[src/rtl/tkthq_pkg.sv]
`timescale 1ns / 1ps

package tkthq_pkg;

    localparam int KEY_SLOTS = 2;
    localparam int CFG_BITS  = 16;

    typedef logic [1:0] key_event_t;

    localparam key_event_t EV_NONE = 2'd0;
    localparam key_event_t EV_TAP  = 2'd1;
    localparam key_event_t EV_HOLD = 2'd2;

    typedef logic [1:0] reg_index_t;

    localparam reg_index_t REG_NAV_THRESHOLD    = 2'd0;
    localparam reg_index_t REG_SELECT_THRESHOLD = 2'd1;
    localparam reg_index_t REG_DEBOUNCE_MS      = 2'd2;
    localparam reg_index_t REG_LONG_PRESS_MS    = 2'd3;

    localparam logic [CFG_BITS-1:0] THRESHOLD_RESET  = 16'd1;
    localparam logic [CFG_BITS-1:0] DEBOUNCE_RESET   = 16'd200;
    localparam logic [CFG_BITS-1:0] LONG_PRESS_RESET = 16'd700;

endpackage

[src/rtl/touch_key_tap_hold_qualifier.sv]
`timescale 1ns / 1ps

// A sample accepted on s_axis is captured in the input register, and its result is captured in
// the result register, which drives m_axis.
// Throughput: one sample per cycle; the per-key update is a single pass of
// compares and two subtractions, and a stalled result holds the sample in the input register.
// Reset (rst_n low, asynchronous): all key state cleared, both stages empty,
// thresholds 1, debounce 200 ms, long press 700 ms.
module touch_key_tap_hold_qualifier
    import tkthq_pkg::*;
#(
    parameter int KEY_COUNT = 2,
    parameter int TIME_BITS = 32
)
(
    input  logic        clk,
    input  logic        rst_n,

    input  logic        s_axis_tvalid,
    output logic        s_axis_tready,
    input  logic [63:0] s_axis_tdata,  // [31:0] now_ms, [47:32] nav_raw, [63:48] select_raw

    output logic        m_axis_tvalid,
    input  logic        m_axis_tready,
    output logic [7:0]  m_axis_tdata,  // [1:0] nav_event, [3:2] select_event,
                                       // [4] nav_pressed, [5] select_pressed, [7:6] zero

    input  logic        psel,
    input  logic        penable,
    input  logic        pwrite,
    input  logic [3:0]  paddr,
    input  logic [31:0] pwdata,
    output logic [31:0] prdata,
    output logic        pready
);

    localparam int ACTIVE_KEYS = (KEY_COUNT < KEY_SLOTS) ? KEY_COUNT : KEY_SLOTS;

    logic [CFG_BITS-1:0] nav_threshold_reg;
    logic [CFG_BITS-1:0] select_threshold_reg;
    logic [CFG_BITS-1:0] debounce_ms_reg;
    logic [CFG_BITS-1:0] long_press_ms_reg;

    logic                in_valid_reg;
    logic [31:0]         in_now_reg;
    logic [15:0]         in_nav_reg;
    logic [15:0]         in_select_reg;

    logic                out_valid_reg;
    logic [5:0]          out_data_reg;

    logic                advance;
    logic                cfg_write;
    logic [TIME_BITS-1:0] now_t;
    logic [TIME_BITS-1:0] debounce_t;
    logic [TIME_BITS-1:0] long_press_t;

    logic [KEY_SLOTS-1:0][15:0]       reading;
    logic [KEY_SLOTS-1:0][CFG_BITS-1:0] threshold;
    key_event_t [KEY_SLOTS-1:0]       key_event;
    logic [KEY_SLOTS-1:0]             key_pressed;

    // configuration port
    assign pready    = 1'b1;
    assign cfg_write = psel && penable && pwrite && pready;

    always_ff @(posedge clk or negedge rst_n)
    begin
        if (!rst_n)
        begin
            nav_threshold_reg    <= THRESHOLD_RESET;
            select_threshold_reg <= THRESHOLD_RESET;
            debounce_ms_reg      <= DEBOUNCE_RESET;
            long_press_ms_reg    <= LONG_PRESS_RESET;
        end
        else if (cfg_write)
        begin
            unique case (reg_index_t'(paddr[3:2]))
                REG_NAV_THRESHOLD:    nav_threshold_reg    <= pwdata[CFG_BITS-1:0];
                REG_SELECT_THRESHOLD: select_threshold_reg <= pwdata[CFG_BITS-1:0];
                REG_DEBOUNCE_MS:      debounce_ms_reg      <= pwdata[CFG_BITS-1:0];
                REG_LONG_PRESS_MS:    long_press_ms_reg    <= pwdata[CFG_BITS-1:0];
                default:              ;
            endcase
        end
    end

    always_comb
    begin
        unique case (reg_index_t'(paddr[3:2]))
            REG_NAV_THRESHOLD:    prdata = {16'd0, nav_threshold_reg};
            REG_SELECT_THRESHOLD: prdata = {16'd0, select_threshold_reg};
            REG_DEBOUNCE_MS:      prdata = {16'd0, debounce_ms_reg};
            REG_LONG_PRESS_MS:    prdata = {16'd0, long_press_ms_reg};
            default:              prdata = 32'd0;
        endcase
    end

    // input register
    assign advance       = in_valid_reg && (!out_valid_reg || m_axis_tready);
    assign s_axis_tready = !in_valid_reg || advance;

    always_ff @(posedge clk or negedge rst_n)
    begin
        if (!rst_n)
        begin
            in_valid_reg <= 1'b0;
        end
        else if (s_axis_tready)
        begin
            in_valid_reg <= s_axis_tvalid;
        end
    end

    always_ff @(posedge clk)
    begin
        if (s_axis_tready && s_axis_tvalid)
        begin
            in_now_reg    <= s_axis_tdata[31:0];
            in_nav_reg    <= s_axis_tdata[47:32];
            in_select_reg <= s_axis_tdata[63:48];
        end
    end

    // per-key qualification
    assign now_t        = TIME_BITS'(in_now_reg);
    assign debounce_t   = TIME_BITS'(debounce_ms_reg);
    assign long_press_t = TIME_BITS'(long_press_ms_reg);

    assign reading[0]   = in_nav_reg;
    assign reading[1]   = in_select_reg;
    assign threshold[0] = nav_threshold_reg;
    assign threshold[1] = select_threshold_reg;

    for (genvar k = 0; k < KEY_SLOTS; k++)
    begin : g_key
        if (k < ACTIVE_KEYS)
        begin : g_active
            logic                 raw_touched_reg;
            logic                 stable_touched_reg;
            logic                 hold_reported_reg;
            logic [TIME_BITS-1:0] change_time_reg;
            logic [TIME_BITS-1:0] press_start_time_reg;

            logic                 raw_touched_next;
            logic                 stable_touched_next;
            logic                 hold_reported_next;
            logic [TIME_BITS-1:0] change_time_next;
            logic [TIME_BITS-1:0] press_start_time_next;

            logic                 raw;
            logic [TIME_BITS-1:0] since_change;
            logic [TIME_BITS-1:0] since_press;
            key_event_t           ev;

            always_comb
            begin
                raw                   = reading[k] < threshold[k];
                raw_touched_next      = raw;
                change_time_next      = (raw != raw_touched_reg) ? now_t : change_time_reg;
                stable_touched_next   = stable_touched_reg;
                hold_reported_next    = hold_reported_reg;
                press_start_time_next = press_start_time_reg;
                since_change          = now_t - change_time_next;
                since_press           = now_t - press_start_time_reg;
                ev                    = EV_NONE;

                priority if (since_change < debounce_t)
                begin
                    ev = EV_NONE;
                end
                else if (raw != stable_touched_reg)
                begin
                    stable_touched_next = raw;
                    if (raw)
                    begin
                        press_start_time_next = now_t;
                        hold_reported_next    = 1'b0;
                    end
                    else if (!hold_reported_reg)
                    begin
                        ev = EV_TAP;
                    end
                end
                else if (stable_touched_reg && !hold_reported_reg &&
                         since_press >= long_press_t)
                begin
                    hold_reported_next = 1'b1;
                    ev                 = EV_HOLD;
                end
                else
                begin
                    ev = EV_NONE;
                end
            end

            always_ff @(posedge clk or negedge rst_n)
            begin
                if (!rst_n)
                begin
                    raw_touched_reg      <= 1'b0;
                    stable_touched_reg   <= 1'b0;
                    hold_reported_reg    <= 1'b0;
                    change_time_reg      <= '0;
                    press_start_time_reg <= '0;
                end
                else if (advance)
                begin
                    raw_touched_reg      <= raw_touched_next;
                    stable_touched_reg   <= stable_touched_next;
                    hold_reported_reg    <= hold_reported_next;
                    change_time_reg      <= change_time_next;
                    press_start_time_reg <= press_start_time_next;
                end
            end

            assign key_event[k]   = ev;
            assign key_pressed[k] = stable_touched_next;
        end
        else
        begin : g_unused
            assign key_event[k]   = EV_NONE;
            assign key_pressed[k] = 1'b0;
        end
    end

    // result register
    always_ff @(posedge clk or negedge rst_n)
    begin
        if (!rst_n)
        begin
            out_valid_reg <= 1'b0;
        end
        else if (advance)
        begin
            out_valid_reg <= 1'b1;
        end
        else if (m_axis_tready)
        begin
            out_valid_reg <= 1'b0;
        end
    end

    always_ff @(posedge clk)
    begin
        if (advance)
        begin
            out_data_reg <= {key_pressed[1], key_pressed[0], key_event[1], key_event[0]};
        end
    end

    assign m_axis_tvalid = out_valid_reg;
    assign m_axis_tdata  = {2'b00, out_data_reg};

endmodule

[config.mk]
export PLATFORM = sky130hd
export DESIGN_NAME = touch_key_tap_hold_qualifier
export DESIGN_NICKNAME = d
export VERILOG_FILES = /design/src/rtl/tkthq_pkg.sv /design/src/rtl/touch_key_tap_hold_qualifier.sv
export SDC_FILE = /design/constraint.sdc
export NUM_CORES = 1
export LEC_CHECK = 0
export CAP_MARGIN = 20
export CELL_PAD_IN_SITES_DETAIL_PLACEMENT = 2
export CELL_PAD_IN_SITES_GLOBAL_PLACEMENT = 2
export CORE_MARGIN = 1
export CORE_UTILIZATION = 45
export DETAILED_ROUTE_END_ITERATION = 8
export DONT_BUFFER_PORTS = 1
export MAX_ROUTING_LAYER = met4
export PLACE_DENSITY = 0.95
export SLEW_MARGIN = 20
export SYNTH_ARGS = -nofsm -noshare
export SYNTH_HDL_FRONTEND = slang
export SYNTH_SLANG_ARGS = --single-unit
[constraint.sdc]
create_clock -name clk -period 20 [get_ports clk]
set_input_delay 5 -clock clk [delete_from_list [all_inputs] [get_ports clk]]
set_output_delay 5 -clock clk [all_outputs]
set_load 0.01 [all_outputs]
-- Yosys cells after proc, flatten, opt, wreduce, memory -nomap -nowiden
Cells that the tools add are included.
- output and inout bits: 43
- bits in registers: 270
- bits of input ports: 107
- word-level logic and storage cells: 92
- reductions and logical operators: 26
- order comparisons: 6
- add/sub/neg operators: 4
- eq/ne operators: 9
- multiplexer cells: 23
- bitwise gates (word level): 2
- operators with widths (cell ; count):
    32-bit case mux with 4 select lines ; 1
    32-bit subtractor ; 4
    32-bit by 16-bit greater-or-equal comparator with 1-bit output ; 2
    32-bit by 16-bit less-than comparator with 1-bit output ; 2
    32-bit two-way mux ; 2
    16-bit less-than comparator ; 2
    1-bit two-way mux ; 16
    4-bit AND reduction ; 4
    1-bit logical AND ; 8
    2-bit two-way mux ; 4
    2-bit AND reduction ; 4
    2-bit nonzero test ; 3
    2-bit equality test, second input constant ; 2
    1-bit zero test ; 4
    1-bit inequality test ; 4
    2-bit inequality test, second input constant ; 2
    2-bit by 1-bit equality test with 1-bit output, second input constant ; 1
    2-bit zero test ; 1
    1-bit logical OR ; 2
    1-bit inverter ; 2

-- Longest topological paths before layout
Gate-level depths: netlist of the first run.
- word-level depth: 7
- depth in mapped cells: 38
- mapped depth without buffers: 35

-- Least setup slack after synthesis of the first run
OpenSTA, ideal clock, no wires.
- path kind: in2out
- start: in paddr[2]
- end: out prdata[0]
- data required time: 15.000 ns
- data arrival time: 6.588 ns
- stages: 3
- buffers on the path: 2
- path slack: 8.412 ns
- path through: clkbuf_1 buf_1 mux4_2
- cells in the longest elaborated chain, start to end: 2
- elaborated cells on any way between the ends: 5
- RTL lines (element ; line ; text):
    start: declaration ; touch_key_tap_hold_qualifier.sv:31 ; input logic [3:0] paddr,
    2-bit equality test (tied with other cells) ; touch_key_tap_hold_qualifier.sv:90 ; unique case (reg_index_t'(paddr[3:2]))
    32-bit case mux with 4 select lines (*) ; touch_key_tap_hold_qualifier.sv:90 ;
    end: declaration ; touch_key_tap_hold_qualifier.sv:33 ; output logic [31:0] prdata,
Every way passes the cells marked *; elsewhere a longest branch is shown, timed or not. The select of a mux whose other input is x is not followed.

-- Worst setup path after layout of the first run
- start: reg select_threshold_reg[15]
- end: reg g_key[1].g_active.press_start_time_reg[16]
- cells in the longest elaborated chain, start to end: 7
- elaborated cells on any way between the ends: 8
- RTL lines (element ; line ; text):
    start: declaration ; touch_key_tap_hold_qualifier.sv:40 ; logic [CFG_BITS-1:0] select_threshold_reg;
    start signal: assignment ; touch_key_tap_hold_qualifier.sv:80 ; REG_SELECT_THRESHOLD: select_threshold_reg <= pwdata[CFG_BITS-1:0];
    16-bit less-than comparator ; touch_key_tap_hold_qualifier.sv:158 ; raw = reading[k] < threshold[k];
    1-bit inequality test ; touch_key_tap_hold_qualifier.sv:160 ; change_time_next = (raw != raw_touched_reg) ? now_t : change_time_reg;
    32-bit two-way mux ; touch_key_tap_hold_qualifier.sv:160 ;
    net g_key[1].g_active.change_time_next[0] ; touch_key_tap_hold_qualifier.sv:148 ; logic [TIME_BITS-1:0] change_time_next;
    32-bit subtractor ; touch_key_tap_hold_qualifier.sv:164 ; since_change = now_t - change_time_next;
    32-bit by 16-bit less-than comparator with 1-bit output ; touch_key_tap_hold_qualifier.sv:168 ; priority if (since_change < debounce_t)
    1-bit inverter (no source line) ; n/a ;
    4-bit AND reduction (no source line) ; n/a ;
    end signal: assignment ; touch_key_tap_hold_qualifier.sv:213 ; press_start_time_reg <= press_start_time_next;
    end: declaration ; touch_key_tap_hold_qualifier.sv:143 ; logic [TIME_BITS-1:0] press_start_time_reg;
The timed path passes the listed nets, and every way through them passes these cells.
A chain may end at the register's enable or synchronous reset.

==> metrics.md, run 1 <==
| Metric | Value |
|---|---|
| Status | `completed` |
| Core area | `44400 um2` |
| Comb pwr share | `0.626` |
| Switching Fraction | `0.511` |
| MaxCap Viol Count | `0` |
| Gr ovfl total | `0` |
| Vias in the first global route | `21100` |
| Max-slew headroom | `0.209` |
| Most frequent cell after synthesis | `ha_1` |
| Leading area contributor after synthesis | `dfrtp_1` |
| Antenna-violating nets left | `0` |
| Crit path DAT | `around 12 ns` |
| Final setup viols | `0` |
| Leakage | `~9.9 nW` |
| Period utilization | `0.553` |
| Ranking of synthesized cells by area | `dfrtp_1 (23%), ha_1 (13%), edfxtp_1 (10%)` |
| Synthesis-stage register bit count | `270` |
| Post-detail-place hpwl | `59700 um` |
| Post-synth ARST share | `0.741` |
| Seq pwr share | `0.214` |
| Reg2reg start | `select_threshold_reg[15]` |
| Synth Instances | `2087` |
| First-pass GRT wire length | `140000 um` |
| Post-synth EDFFs | `70` |
| Placement Setup Slack | `9.42 ns` |
| Critical path's slowest cell | `nor3_1` |
| CP Launch Point | `select_threshold_reg[15]` |
| Clock power share | `0.160` |
| Kind of critical path | `reg2reg` |
| Final Skew | `0.0458 ns` |
| Synth top cells by count | `ha_1 (214), dfrtp_1 (189), nand2_1 (176)` |
| Max incr delay on CP | `0.98 ns` |
| Clock Latency Late Sink | `around 0.63 ns` |
| Fmax achieved | `0.0904 GHz` |
| Post-CTS Resized | `0` |
| Reg2Reg Capture Point | `g_key[1].g_active.press_start_time_reg[16]` |
| DRC | `0` |
| Worst-path maximum fanout | `18` |
| Setup_tns | `0 ns` |
| Clock Root Buffer | `clkbuf_16` |
| CP Capture Type | `flip-flop` |
| Core Util, Final | `0.496` |
| Reg clk slew, reported paths | `0.07 ns` |
| Startpoint types | `flip-flop` |
| Total die area | `46000 um2` |
| DR vias | `19400` |
| Layout cells sized above 1 | `0.115` |
| CTS buffer count | `34` |
| Warnings from Yosys | `0` |
| Reg2reg path depth | `29` |
| Routed len/inst | `37.3 um` |
| WP data required | `between 20 and 25 ns` |
| # IOs | `150` |
| Slew Limit Fails | `0` |
| Hold Path Depth | `1` |
| Sequential share of the synthesized area | `0.350` |
| Synth Flop Type | `dfrtp_1` |
| Reg-to-reg setup timing slack | `a little under 9 ns` |
| P_int | `2.13 mW` |
| CTS hold repair buffers | `0` |
| Worst Hold Margin | `0.503 ns` |
| Syn Area/Cell | `9.74 um2` |
| Initial Util | `0.457` |
| Final Hold Viols | `0` |
| Synthesized area | `20300 um2` |
| Via density per instance | `7.20` |
| Post CTS Setup Buffer Count | `0` |
| Syn-to-layout area delta | `8.47%` |
| Filler cell count | `approximately 4500` |
| Worst vdd ir | `0.0659 mV` |
| Number of I/O port buffers | `0` |
| # nets final | `2396` |
| # clock sinks | `270` |
| Pin count of the biggest net entering global routing | `201` |
| Setup ws final | `8.94 ns` |
| Die X | `about 210 um` |
| Row count | `77` |
| Max H-tree Level | `2` |
| CTS Buffer Depth | `3` |
| Pwr/cell area | `198 nW/um2` |
| Initial drt markers | `~2000` |
| Final WL | `101000 um` |
| CTS tree | `yes` |
| Min-delay worst type | `reg2reg` |
| Die Height | `roughly 210 um` |
| Count of cell types in the netlist | `90` |
| RePlAce Congestion | `0.943` |
| Actual slew at the worst max-slew pin | `about 1.2 ns` |
| Global Route Usage Sum | `0.417` |
| Tmin final | `11.06 ns` |
| Initial antenna violation count | `7` |
| Synth top area share | `0.233` |
| Drt pass-1 iters | `6` |
| RSZ-0062 raised after global routing | `false` |
| Net switching power | `2.23 mW` |
| Setup crit end | `g_key[1].g_active.press_start_time_reg[16]` |
-- critical path, delay by kind of cell, from the launching register on --
family                     cells  cell delay (ns)
AOI/OAI and AO/OA             10             3.86
xor gates and xnor gates       1             0.17
adders and majority gates      4             1.22
buffers and inverters          2             0.45
DFF                            1             0.41
and+or+nand+nor               12             4.74
-- power groups by stage --
stage / registers (mW) / clock network, mW / logic, mW
finish: 0.934 / 0.697 / 2.73
global route: 0.937 / 0.709 / 2.83
CTS: 0.912 / 0.680 / 2.55
detailed placement: 0.901 / 0 / 2.34
global placement: 0.863 / 0 / 2.06
floorplan: 0.832 / 0 / 1.66
-- area by class of cell --
type	instances	area (um2)	share of cell area
diodes	10	25.0	0.00114
clock buffers	45	953	0.0433
clock inverters	17	206	0.00937
inverters	174	653	0.0296
multi-input cells	1574	12200	0.554
flip-flops and latches	270	7120	0.323
well taps	592	741	0.0336
repair buffers	17	128	0.00579
-- cells in the final DEF (no fill, tap or decap), types with 11 or more instances in the layout --
cell type,count
mux4_2,16
and2_1,13
a21oi_1,136
nand2b_1,36
nand3_1,43
xnor2_1,53
a21o_1,74
edfxtp_1,70
nor2b_1,23
nor4_1,15
nand2_1,176
maj3_1,11
o21ai_0,130
mux2_4,25
clkbuf_16,35
nand4_1,34
xor2_1,30
nor2_1,69
conb_1,19
ha_1,213
dfstp_2,11
dfrtp_1,189
a211oi_1,15
mux2_2,90
mux2i_1,67
inv_1,174
o211ai_1,17
o21bai_1,18
nor3_1,21
buf_4,17
a31oi_1,26
o21a_1,13
o22ai_1,28
-- per-layer routing --
metal,track usage,routed length (um)
met1,0.457,36200
met2,0.675,46900
met3,0.0929,8690
met4,0.285,8860
met5,-,0
-- how the worst min path moves through the flow --
stage | from | to | slack (ns)
6_report | in_valid_reg | m_axis_tvalid | 0.50
5_1_grt | g_key[0].g_active.press_start_time_reg[23] | g_key[0].g_active.press_start_time_reg[23] | 0.53
4_1_cts | in_valid_reg | m_axis_tvalid | 0.51
3_5_place_dp | g_key[0].g_active.press_start_time_reg[2] | g_key[0].g_active.press_start_time_reg[2] | 0.49
3_3_place_gp | g_key[0].g_active.change_time_reg[0] | g_key[0].g_active.change_time_reg[0] | 0.47
2_1_floorplan | g_key[0].g_active.change_time_reg[0] | g_key[0].g_active.change_time_reg[0] | 0.45
-- metrics by stage --
stage          cell area, um2  total power, mW  std cells
4_1_cts                 22000             4.14       2689
3_3_place_gp            20800             2.93       2627
2_1_floorplan           20400             2.50       2104
3_5_place_dp            20800             3.24       2627
6_report                22000             4.36       2699
5_1_grt                 22000             4.48       2699
-- logic make-up (layout without fill, tap and decap cells) --
logic type                 Yosys count  count (layout)  share of synthesized area
muxes                              202             202                      0.121
AOI/OAI and AO/OA                  548             548                      0.175
buffers and inverters              260             253                     0.0531
adders and majority gates          229             229                      0.141
xor gates and xnor gates            83              83                     0.0358
other                                2              29                   0.000370
DFF                                270             270                      0.350
and+or+nand+nor                    493             493                      0.123
Note: power is estimated with default switching activity, not from simulation.
==> inputs of run 2 (changes only) <==
- CORE_UTILIZATION: 45 -> 38
- PLACE_DENSITY: 0.95 -> 0.86
- clock period: 20 -> 10.1 ns (I/O delays scaled with it)
==> metrics.md, run 2 (synthesis results as in run 1) <==
| Metric | Value |
|---|---|
| Period utilization | `0.945` |
| Worst-path maximum fanout | `19` |
| Kind of critical path | `reg2reg` |
| Final WL | `approximately 75000 um` |
| Most common cell after layout, fill and taps aside | `ha_1` |
| Syn-to-layout area delta | `8.98%` |
| Crit path DAT | `9.98 ns` |
| Layout Cells excl Fill | `2792` |
| Status | `completed` |
| Drt pass-1 iters | `8` |
| Max-slew headroom | `0.316` |
| Clock Root Buffer | `clkbuf_16` |
| Max incr delay on CP | `0.59 ns` |
| Core area | `52700 um2` |
| Setup crit end | `g_key[0].g_active.press_start_time_reg[2]` |
| Startpoint types | `flip-flop` |
| Reg2Reg Capture Point | `g_key[0].g_active.press_start_time_reg[2]` |
| Total die area | `54400 um2` |
| Hold Path Depth | `1` |
| Antenna-violating nets left | `0` |
| Critical path's slowest cell | `nand2_2` |
| Final setup viols | `0` |
| Vias in the first global route | `19300` |
| Slew Limit Fails | `0` |
| Initial Util | `0.386` |
| Die Height | `233 um` |
| Tmin final | `approximately 9.5 ns` |
| Pin count of the biggest net entering global routing | `~200` |
| CTS Buffer Depth | `3` |
| # IOs | `150` |
| MaxCap Viol Count | `0` |
| Leakage | `9.86 nW` |
| CTS tree | `yes` |
| First-pass GRT wire length | `116000 um` |
| CP Launch Point | `nav_threshold_reg[7]` |
| Reg clk slew, reported paths | `0.06 ns` |
| Layout cells sized above 1 | `0.117` |
| Via density per instance | `6.13` |
| Setup_tns | `0 ns` |
| Power, Total | `roughly 7.7 mW` |
| Filler cell count | `~5500` |
| DR vias | `17100` |
| Initial drt markers | `around 960` |
| Final Skew | `0.0392 ns` |
| Number of I/O port buffers | `0` |
| Dpl cells | `2724` |
| Worst vdd ir | `between 0.1 and 0.15 mV` |
| # nets final | `2399` |
| Pwr/cell area | `approximately 350 nW/um2` |
| Die X | `233 um` |
| Min-delay worst type | `reg2reg` |
| Reg2reg start | `nav_threshold_reg[7]` |
| Placement Setup Slack | `between 0.7 and 0.8 ns` |
| CP Capture Type | `flip-flop` |
| Post-detail-place hpwl | `55000 um` |
| Initial antenna violation count | `2` |
| DRC | `0` |
| Max H-tree Level | `2` |
| WP data required | `10.54 ns` |
| Global Route Usage Sum | `0.288` |
| Critical Path Stages | `35` |
| # clock sinks | `270` |
| CP Buf/Inv Count | `2` |
| Fmax achieved | `between 0.1 and 0.15 GHz` |
| CTS buffer count | `36` |
| Hold path startpoint | `in_valid_reg` |
| Reg2reg path depth | `35` |
| CTS hold repair buffers | `0` |
| Clock Latency Late Sink | `0.58 ns` |
| Most frequent cells in the layout | `ha_1 (213), dfrtp_1 (189), nand2_1 (176)` |
| RePlAce Congestion | `0.914` |
| Setup ws final | `roughly 0.56 ns` |
| Actual slew at the worst max-slew pin | `1.03 ns` |
| RSZ-0062 raised after global routing | `false` |
| Kind of cell adding the most delay to the critical path | `compound AO/OA/AOI/OAI gates` |
| Row count | `84` |
| Gr ovfl total | `0` |
| Routed len/inst | `between 20 and 30 um` |
| Reg-to-reg setup timing slack | `about 0.56 ns` |
| Final Hold Viols | `0` |
[run 2: per-layer routing]
layer / track usage / vias up / routed length (um) / part of all wire
li1: - / 7577 / - / -
met1: 0.335 / 8886 / 31000 / 0.41
met5: - / - / 0 / 0
met3: 0.0400 / 198 / 3120 / 0.042
met2: 0.492 / 455 / 37800 / 0.50
met4: 0.128 / 0 / 3230 / 0.043
[run 2: report_power, final]
part           internal [mW]  switching (mW)
combinational           1.90            2.77
clock                  0.733           0.554
sequential              1.49           0.273
[run 2: layout make-up]
type / count / area [um2] / area share
antenna: 2 / 5.00 / 0.000226
sequential: 270 / 7120 / 0.322
clock inverter: 16 / 155 / 0.00701
tap: 688 / 861 / 0.0389
clock buffer: 50 / 1000 / 0.0453
multi-input combinational: 1574 / 12200 / 0.551
timing repair buffer: 18 / 135 / 0.00610
inverter: 174 / 653 / 0.0295
[run 2: worst min path at each step]
stage / to / slack, ns
after floorplan: g_key[0].g_active.change_time_reg[0] / 0.45
after global placement: g_key[0].g_active.change_time_reg[0] / 0.46
after detailed placement: g_key[0].g_active.change_time_reg[14] / 0.50
after CTS: g_key[0].g_active.change_time_reg[24] / 0.51
after global routing: g_key[0].g_active.change_time_reg[23] / 0.53
final: m_axis_tvalid / 0.50
[run 2: through the flow]
step,instance area [um2],hold slack [ns],util
5_1_grt,22100,0.526,0.420
3_5_place_dp,21000,0.497,0.398
4_1_cts,22100,0.511,0.420
6_report,22100,0.501,0.420
3_3_place_gp,21000,0.464,0.398
2_1_floorplan,20400,0.450,-
[run 2: repair_timing]
action                     CTS  global route
setup endpoints to repair    0             9
gates resized for setup      0             1
buffers inserted             0             0
[run 2: worst reg2reg max path: cells and delay by family (launching register included)]
family | cells | cell delay [ns]
AOI/OAI and AO/OA | 16 | 3.74
adders and majority gates | 4 | 1.18
buffers and inverters | 2 | 0.42
DFF | 1 | 0.36
muxes | 1 | 0.36
and+or+nand+nor | 12 | 3.38
==> inputs of run 3 (changes only) <==
- PLACE_DENSITY: 0.86 -> unset
- PLACE_DENSITY_LB_ADDON: unset -> 0.1
- SETUP_SLACK_MARGIN: unset -> 0.15
==> metrics.md, run 3 (synthesis results as in run 1) <==
| Metric | Value |
|---|---|
| Crit path DAT | `9.37 ns` |
| Fmax achieved | `0.112 GHz` |
| Worst vdd ir | `0.163 mV` |
| Global Route Usage Sum | `0.256` |
| Post CTS Setup Buffer Count | `0` |
| Pin count of the biggest net entering global routing | `between 200 and 250` |
| Clock power share | `0.177` |
| Die Height | `233 um` |
| Comb pwr share | `0.591` |
| CTS tree | `yes` |
| # IOs | `150` |
| Via density per instance | `5.77` |
| Routed len/inst | `23.8 um` |
| Drt pass-1 iters | `4` |
| Gr ovfl total | `0` |
| RSZ-0062 raised after global routing | `false` |
| Initial drt markers | `653` |
| Reg2reg path depth | `35` |
| Vias in the first global route | `18000` |
| Tmin final | `8.93 ns` |
| CP Capture Type | `flip-flop` |
| RePlAce Congestion | `0.873` |
| CTS hold repair buffers | `0` |
| CTS buffer count | `37` |
| Worst Hold Margin | `0.499 ns` |
| Placement Setup Slack | `1.14 ns` |
| Final Skew | `0.0218 ns` |
| DRC | `0` |
| Kind of critical path | `reg2reg` |
| Max incr delay on CP | `a little under 0.8 ns` |
| Setup ws final | `1.17 ns` |
| Clock Latency Late Sink | `0.57 ns` |
| Total die area | `around 54000 um2` |
| CP most frequent cell | `a21oi_1` |
| Actual slew at the worst max-slew pin | `1.13 ns` |
| Setup_tns | `0 ns` |
| Startpoint types | `flip-flop` |
| Reg2Reg Capture Point | `g_key[0].g_active.press_start_time_reg[2]` |
| Most frequent cells in the layout | `ha_1 (213), dfrtp_1 (189), nand2_1 (176)` |
| Worst-path maximum fanout | `18` |
| Status | `completed` |
| Max H-tree Level | `2` |
| Max-slew headroom | `0.240` |
| Post-CTS Resized | `0` |
| Die X | `233 um` |
| Final WL | `roughly 67000 um` |
| # clock sinks | `270` |
| Initial antenna violation count | `0` |
| Switching Fraction | `0.446` |
| Post-detail-place hpwl | `51400 um` |
| Reg2reg start | `nav_threshold_reg[14]` |
| Area post-placement | `21000 um2` |
| Finished Cell Area | `around 22000 um2` |
| Final Hold Viols | `0` |
| Power, Total | `7.46 mW` |
| Number of I/O port buffers | `0` |
| Core area | `52700 um2` |
| Critical path's slowest cell | `a31oi_1` |
| Clock Root Buffer | `clkbuf_16` |
| CTS Buffer Depth | `3` |
| P_int | `roughly 4.1 mW` |
| Layout cells sized above 1 | `0.119` |
| Min-delay worst type | `reg2reg` |
| Initial Util | `0.386` |
| MaxCap Viol Count | `0` |
| Core Util, Final | `0.422` |
| Reg-to-reg setup timing slack | `1.17 ns` |
| Hold Path Depth | `1` |
| Pwr/cell area | `about 340 nW/um2` |
| Filler cell count | `~5600` |
| Seq pwr share | `0.232` |
| Net switching power | `about 3.3 mW` |
| Row count | `84` |
| Most common cell after layout, fill and taps aside | `ha_1` |
| DR vias | `16100` |
| Antenna-violating nets left | `0` |
| WP data required | `10.54 ns` |
| Slew Limit Fails | `0` |
| Dpl cells | `2723` |
| Layout Cells excl Fill | `2792` |
| Hold path startpoint | `g_key[0].g_active.press_start_time_reg[2]` |
| Worst hold endpoint | `g_key[0].g_active.press_start_time_reg[2]` |
| Leakage | `9.91 nW` |
| Final setup viols | `0` |
| Reg clk slew, reported paths | `around 0.06 ns` |
| Syn-to-layout area delta | `9.29%` |
| First-pass GRT wire length | `104000 um` |
| Period utilization | `0.884` |
| # nets final | `2399` |
run 3: cell types whose count changed in the layout (fill, tap and decap cells not counted), moves of 2 or more:
cell / previous run / this run
clkbuf_1: 9 / 4
clkinv_2: 3 / 9
buf_4: 18 / 16
inv_6: 4 / 2
run 3: layout make-up:
type / count / area [um2] / area share
multi-input cells: 1574 / 12200 / 0.550
clock buffers: 47 / 1020 / 0.0461
well taps: 688 / 861 / 0.0388
flip-flops and latches: 270 / 7120 / 0.321
inverters: 174 / 653 / 0.0294
clock inverters: 21 / 199 / 0.00896
diodes: 1 / 2.50 / 0.000113
repair buffers: 17 / 140 / 0.00631
run 3: critical path, delay by kind of cell (launching register included):
kind / cells / cell delay (ns)
flops: 1 / 0.35
buf+inv: 2 / 0.36
mux: 1 / 0.34
simple gates: 13 / 3.28
compound gates: 15 / 3.36
fa+ha+maj: 4 / 1.09
run 3: layer usage:
metal | track usage | up-vias | wire (um)
li1 | - | 7562 | -
met5 | - | - | 0
met3 | 0.0260 | 77 | 1530
met4 | 0.0596 | 0 | 1140
met1 | 0.330 | 8298 | 31600
met2 | 0.432 | 177 | 32400
run 3: worst max path at each step:
stage,endpoint,start,cells after the start
finish,g_key[0].g_active.press_start_time_reg[2],nav_threshold_reg[14],35
global route,g_key[0].g_active.press_start_time_reg[2],nav_threshold_reg[15],35
CTS,g_key[0].g_active.press_start_time_reg[2],nav_threshold_reg[14],35
detailed placement,g_key[0].g_active.press_start_time_reg[2],nav_threshold_reg[14],35
global placement,g_key[0].g_active.press_start_time_reg[0],nav_threshold_reg[15],35
floorplan,g_key[0].g_active.press_start_time_reg[12],nav_threshold_reg[9],36
run 3: power groups by stage:
stage / logic [mW] / registers (mW) / clock network [mW]
floorplan: 3.29 / 1.65 / 0
global placement: 4.18 / 1.72 / 0
detailed placement: 4.38 / 1.75 / 0
CTS: 4.43 / 1.73 / 1.36
global route: 4.90 / 1.78 / 1.40
finish: 4.41 / 1.73 / 1.32
